## config.mk

```make
export PLATFORM = sky130hd
export DESIGN_NAME = ial_ctrl
export DESIGN_NICKNAME = d
export VERILOG_FILES = /design/src/sv/assert_macros.svh /design/src/sv/ial_pkg.sv /design/src/sv/ial_ctrl.sv
export SDC_FILE = /design/constraint.sdc
export NUM_CORES = 1
export LEC_CHECK = 0
export BUFFER_PORTS_ARGS = -buffer_cell sky130_fd_sc_hd__buf_2
export CORE_AREA = 2 2 39 41
export CTS_CLUSTER_SIZE = 10
export DETAILED_ROUTE_END_ITERATION = 10
export DIE_AREA = 0 0 41 43
export GPL_TIMING_DRIVEN = 0
export HOLD_SLACK_MARGIN = 0.1
export SLEW_MARGIN = 20
export SYNTH_ARGS = -nofsm -noshare
export SYNTH_HDL_FRONTEND = slang
export SYNTH_SLANG_ARGS = --single-unit
```

## constraint.sdc

```tcl
create_clock -name clk -period 4.3 [get_ports clk]
set_input_delay 0.43 -clock clk [delete_from_list [all_inputs] [get_ports clk]]
set_output_delay 0.43 -clock clk [all_outputs]
set_load 0.01 [all_outputs]
```

## src/sv/assert_macros.svh

```systemverilog
// assertion macros shared by the list store rtl
// no dependencies; included by files that carry concurrent checks
`ifndef ASSERT_MACROS_SVH
`define ASSERT_MACROS_SVH

// check sampled on the clock, switched off while reset is asserted
`define ASSERT_CLK_RST(lbl, clk, rst_n, prop, msg) \
	lbl: assert property (@(posedge clk) disable iff (!rst_n) prop) else $error(msg);

// check sampled on the clock, also live during reset
`define ASSERT_CLK(lbl, clk, prop, msg) \
	lbl: assert property (@(posedge clk) prop) else $error(msg);

`endif

```

## src/sv/ial_pkg.sv

```systemverilog
// shared types and constants for the indexed list store
// used by ial_ctrl, ial_datapath and indexed_array_list
package ial_pkg;

	localparam int CAPACITY_DEF      = 256;
	localparam int ELEMENT_WIDTH_DEF = 32;

	localparam int POS_W   = 9;
	localparam int VALUE_W = 32;
	localparam int COUNT_W = 9;

	localparam logic [1:0] OP_APPEND = 2'd0;
	localparam logic [1:0] OP_POP    = 2'd1;
	localparam logic [1:0] OP_INSERT = 2'd2;
	localparam logic [1:0] OP_REMOVE = 2'd3;

	typedef struct packed {
		logic load;
		logic decide;
		logic step;
		logic finish;
	} ial_cmd_t;

	typedef struct packed {
		logic rem_zero;
		logic out_free;
	} ial_status_t;

endpackage

```

## src/sv/ial_ctrl.sv

```systemverilog
// sequencer for the list store: takes an item, runs the shift, hands off the result
// depends on ial_pkg for the command and status structs
module ial_ctrl (
	input  logic                 clk,
	input  logic                 arst_n,
	input  logic                 in_valid,
	output logic                 in_stall,
	input  ial_pkg::ial_status_t status,
	output ial_pkg::ial_cmd_t    cmd
);
	import ial_pkg::*;

	localparam logic [1:0] ST_IDLE   = 2'd0;
	localparam logic [1:0] ST_DECIDE = 2'd1;
	localparam logic [1:0] ST_RUN    = 2'd2;
	localparam logic [1:0] ST_FIN    = 2'd3;

	logic [1:0] state_q;
	logic [1:0] state_d;

	always_comb begin
		state_d = state_q;
		cmd     = '0;
		unique case (state_q)
			ST_IDLE: begin
				if (in_valid) begin
					cmd.load = 1'b1;
					state_d  = ST_DECIDE;
				end
			end
			ST_DECIDE: begin
				cmd.decide = 1'b1;
				state_d    = ST_RUN;
			end
			ST_RUN: begin
				// the cycle with nothing left to read retires the last pending write
				if (!status.rem_zero) begin
					cmd.step = 1'b1;
				end else begin
					state_d = ST_FIN;
				end
			end
			ST_FIN: begin
				if (status.out_free) begin
					cmd.finish = 1'b1;
					state_d    = ST_IDLE;
				end
			end
			default: begin
				state_d = ST_IDLE;
			end
		endcase
	end

	always_ff @(posedge clk or negedge arst_n) begin
		if (!arst_n) begin
			state_q <= ST_IDLE;
		end else begin
			state_q <= state_d;
		end
	end

	assign in_stall = (state_q != ST_IDLE);

endmodule

```

==> impl_metrics.py <==
metrics = {
    "run_status": {
        "run_status": "finished clean",
    },
    "yosys": {
        "synth_top_area_cell": "sky130_fd_sc_hd__dfrtp_1",
        "synthesis_warnings": 0,
        "mappedNetlistNets": 27,
        "number_of_standard_cells_after_synthesis": 18,
        "netlist_top_cells_area": "sky130_fd_sc_hd__dfrtp_1 (25%), sky130_fd_sc_hd__ha_1 (25%), sky130_fd_sc_hd__a221oi_4 (13%), sky130_fd_sc_hd__inv_1 (7.5%), sky130_fd_sc_hd__mux2_4 (7.5%)",
        "postSynthRegisterBits": 2,
        "unique_masters_post_synth": 10,
        "yosysTopAreaCellShare_pct": 25.2,
        "proportion_of_synthesized_chip_area_in_sequential_cells_pct": 25.2,
        "synthesis.area_um2": 199,
        "post_synth.cell_area_avg_um2": 11.1,
    },
    "hold_path": {
        "hold_path.class": "in -> async",
    },
    "setup_path": {
        "crit_path_start": "state_q[1]",
        "rr_startpoint": "state_q[1]",
        "critical-path-slowest-cell": "sky130_fd_sc_hd__dfrtp_1",
        "arrival_ps": 1250,
        "cp-end-kind": "output pin",
        "critical_path_class": "reg -> out",
        "max_stage_delay_ps": 400,
        "number_of_logic_stages_on_the_critical_path_including_buffering": 5,
        "worstPathMaxFanout": 4,
        "r2r_end": "state_q[1]",
        "rr_worst_depth": 4,
        "timing.critical_path.from_type": "register",
        "crit_path_end": "cmd[3]",
        "path_cells": "inv_1 > ha_1 > inv_1 > nor2_1 > buf_2",
        "ff2ff_setup_slack_ps": 2830,
        "cp_common_cell": "sky130_fd_sc_hd__inv_1",
        "path_delay_family": "flip-flops",
        "cp.required_ps": 3870,
        "buffers_plus_inverters_on_the_worst_setup_path": 3,
    },
    "final_layout": {
        "proportion_of_layout_cells_with_a_drive_suffix_above_1_pct": 54.8,
        "finalNonFillerCells": 47,
        "regMostFlops": "state_q",
        "area_delta_synth_final_pct": 49.1,
        "n_fill_cell": 160,
        "largest_register_ffs": 2,
        "post-route-cell-area_um2": 297,
        "finalNetCount": 42,
        "num_antenna_cells": 0,
        "reg_top3": "state_q x2",
    },
    "grt": {
        "track_usage_pct": 5.42,
        "grt_overflow_total": 0,
        "maximum_number_of_pins_on_one_net_before_global_route_repair": 5,
        "grt_util_met2_pct": 8.13,
        "met1_usage_pct": 3.21,
        "via_count_of_the_first_global_routing_pass": 158,
        "initial_antenna_violation_count": 0,
        "groute.layer.met3.usage_pct": 3.14,
        "globalRoute.busiestLayer": "met2",
        "grt_pass1_wl_um": 538,
    },
    "detailed_routing": {
        "routed_wl_um": 321,
        "vias_per_cell": 3.34,
        "drc": 0,
        "final_antenna_net_count": 0,
        "dr_total_vias": 157,
        "detail_route.first_pass.iterations": 2,
        "post_drt_wl_per_cell_um": 6.83,
        "drt_iter0_markers": 1,
    },
    "floorplan": {
        "start_util_pct": 14.4,
        "core-area_um2": 1380,
        "std_cell_rows": 14,
        "die-width_um": 41,
        "fp.dieArea_um2": 1760,
        "floorplan.die.height_um": 43,
        "top_level_ports": 10,
    },
    "clocking": {
        "cts_max_level": 1,
        "tritoncts_clock_tree": "built",
        "numCtsBuffers": 3,
        "cts_buffer_depth": 2,
        "cts_sinks": 2,
        "clkLatencyLatePin_ps": 220,
        "number_of_gates_given_a_new_drive_strength_after_cts": 0,
        "cts_setup_buffers": 0,
        "cts.reportedPaths.clkPinSlew_ps": 30,
        "cts_hold_buf": 1,
        "clockRootBuffer": "sky130_fd_sc_hd__clkbuf_4",
    },
    "place": {
        "buffer_ports.inserted": 9,
        "dp.final_hpwl_um": 271,
        "finalWeightedCongestion": 0.621,
        "post_place_instance_area_um2": 264,
        "place_worst_setup_slack_ps": 2830,
        "placed_cells": 43,
    },
    "timing": {
        "final_min_period_over_clock_period_pct": 39.2,
        "timing.clock.skew_ps": 3.29,
        "sum_neg_setup_slack_ps": 0,
        "tightest_slew_ps": 257,
        "rsz0062_at_grt": "no",
        "timing.final.ws_setup_ps": 2620,
        "fmax_ghz": 0.594,
        "setup_viol_count_final": 0,
        "slew_viol_final": 0,
        "finalHoldViolCount": 0,
        "worst_slew_margin_rel_pct": 82.8,
        "period_minus_slack_ps": 1680,
    },
    "run": {
        "drv.max_cap_violation_count": 0,
    },
    "power_and_ir_drop": {
        "ir_drop_uv": 105,
        "p_leak_nw": 0.168,
        "powerDensity_nw_per_um2": 698,
    },
}
==> report_power, final <==
group          switching (mW)  internal, mW  total (mW)
combinational          0.0582        0.0681       0.126
clock                  0.0107        0.0308      0.0415
sequential            0.00935        0.0299      0.0393
total                  0.0782         0.129       0.207
==> placed cells by master, fill, tap and decap left out <==
cell type,n
sky130_fd_sc_hd__mux2i_1,1
sky130_fd_sc_hd__nor2b_4,1
sky130_fd_sc_hd__inv_2,1
sky130_fd_sc_hd__inv_1,4
sky130_fd_sc_hd__dlygate4sd3_1,1
sky130_fd_sc_hd__buf_2,9
sky130_fd_sc_hd__and2_2,1
sky130_fd_sc_hd__a221oi_4,1
sky130_fd_sc_hd__mux2_4,1
sky130_fd_sc_hd__clkbuf_4,3
sky130_fd_sc_hd__nor2_1,2
sky130_fd_sc_hd__ha_1,4
sky130_fd_sc_hd__dfrtp_1,2
==> cell type report <==
type,instances,area (um2),share of cell area [%]
clock buffers,3,22.5,7.59
inverters,5,18.8,6.33
multi-input cells,11,130,43.9
flip-flops and latches,2,50.0,16.9
well taps,16,20.0,6.75
repair buffers,10,55.1,18.6
==> logic make-up after synthesis <==
group           after synthesis  synth area share, %
compound gates                1                 13.2
fa+ha+maj                     4                 25.2
buf+inv                       5                 9.43
flops                         2                 25.2
mux                           2                 12.6
simple gates                  4                 14.5
==> per-stage QoR <==
| step | hold WS, ps | util, % | power [mW] |
|---|---|---|---|
| 6_report | 524 | 21.4 | 0.207 |
| 5_1_grt | 535 | 21.4 | 0.231 |
| 4_1_cts | 525 | 21.4 | 0.212 |
| 3_5_place_dp | 215 | 19.1 | 0.167 |
| 3_3_place_gp | 214 | 19.1 | 0.164 |
| 2_1_floorplan | 134 | - | 0.137 |
==> worst min-delay path by stage <==
stage            from         end  slack (ps)  depth (start not counted)
3_5_place_dp   arst_n  state_q[1]         220                          1
6_report       arst_n  state_q[1]         520                          2
5_1_grt        arst_n  state_q[1]         530                          2
2_1_floorplan  arst_n  state_q[0]         130                          0
3_3_place_gp   arst_n  state_q[0]         210                          1
4_1_cts        arst_n  state_q[1]         520                          2
==> synthesized netlist by cell type <==
library cell	count
sky130_fd_sc_hd__nor2b_4	1
sky130_fd_sc_hd__mux2i_1	1
sky130_fd_sc_hd__mux2_4	1
sky130_fd_sc_hd__inv_1	4
sky130_fd_sc_hd__dfrtp_1	2
sky130_fd_sc_hd__a221oi_4	1
sky130_fd_sc_hd__inv_2	1
sky130_fd_sc_hd__ha_1	4
sky130_fd_sc_hd__nor2_1	2
sky130_fd_sc_hd__and2_2	1
==> layer usage <==
layer | vias up | routed length (um)
met5 | - | 0
met4 | 0 | 0
met3 | 0 | 15
met2 | 3 | 211
met1 | 72 | 95
li1 | 82 | -
(Power assumes the default switching activity.)
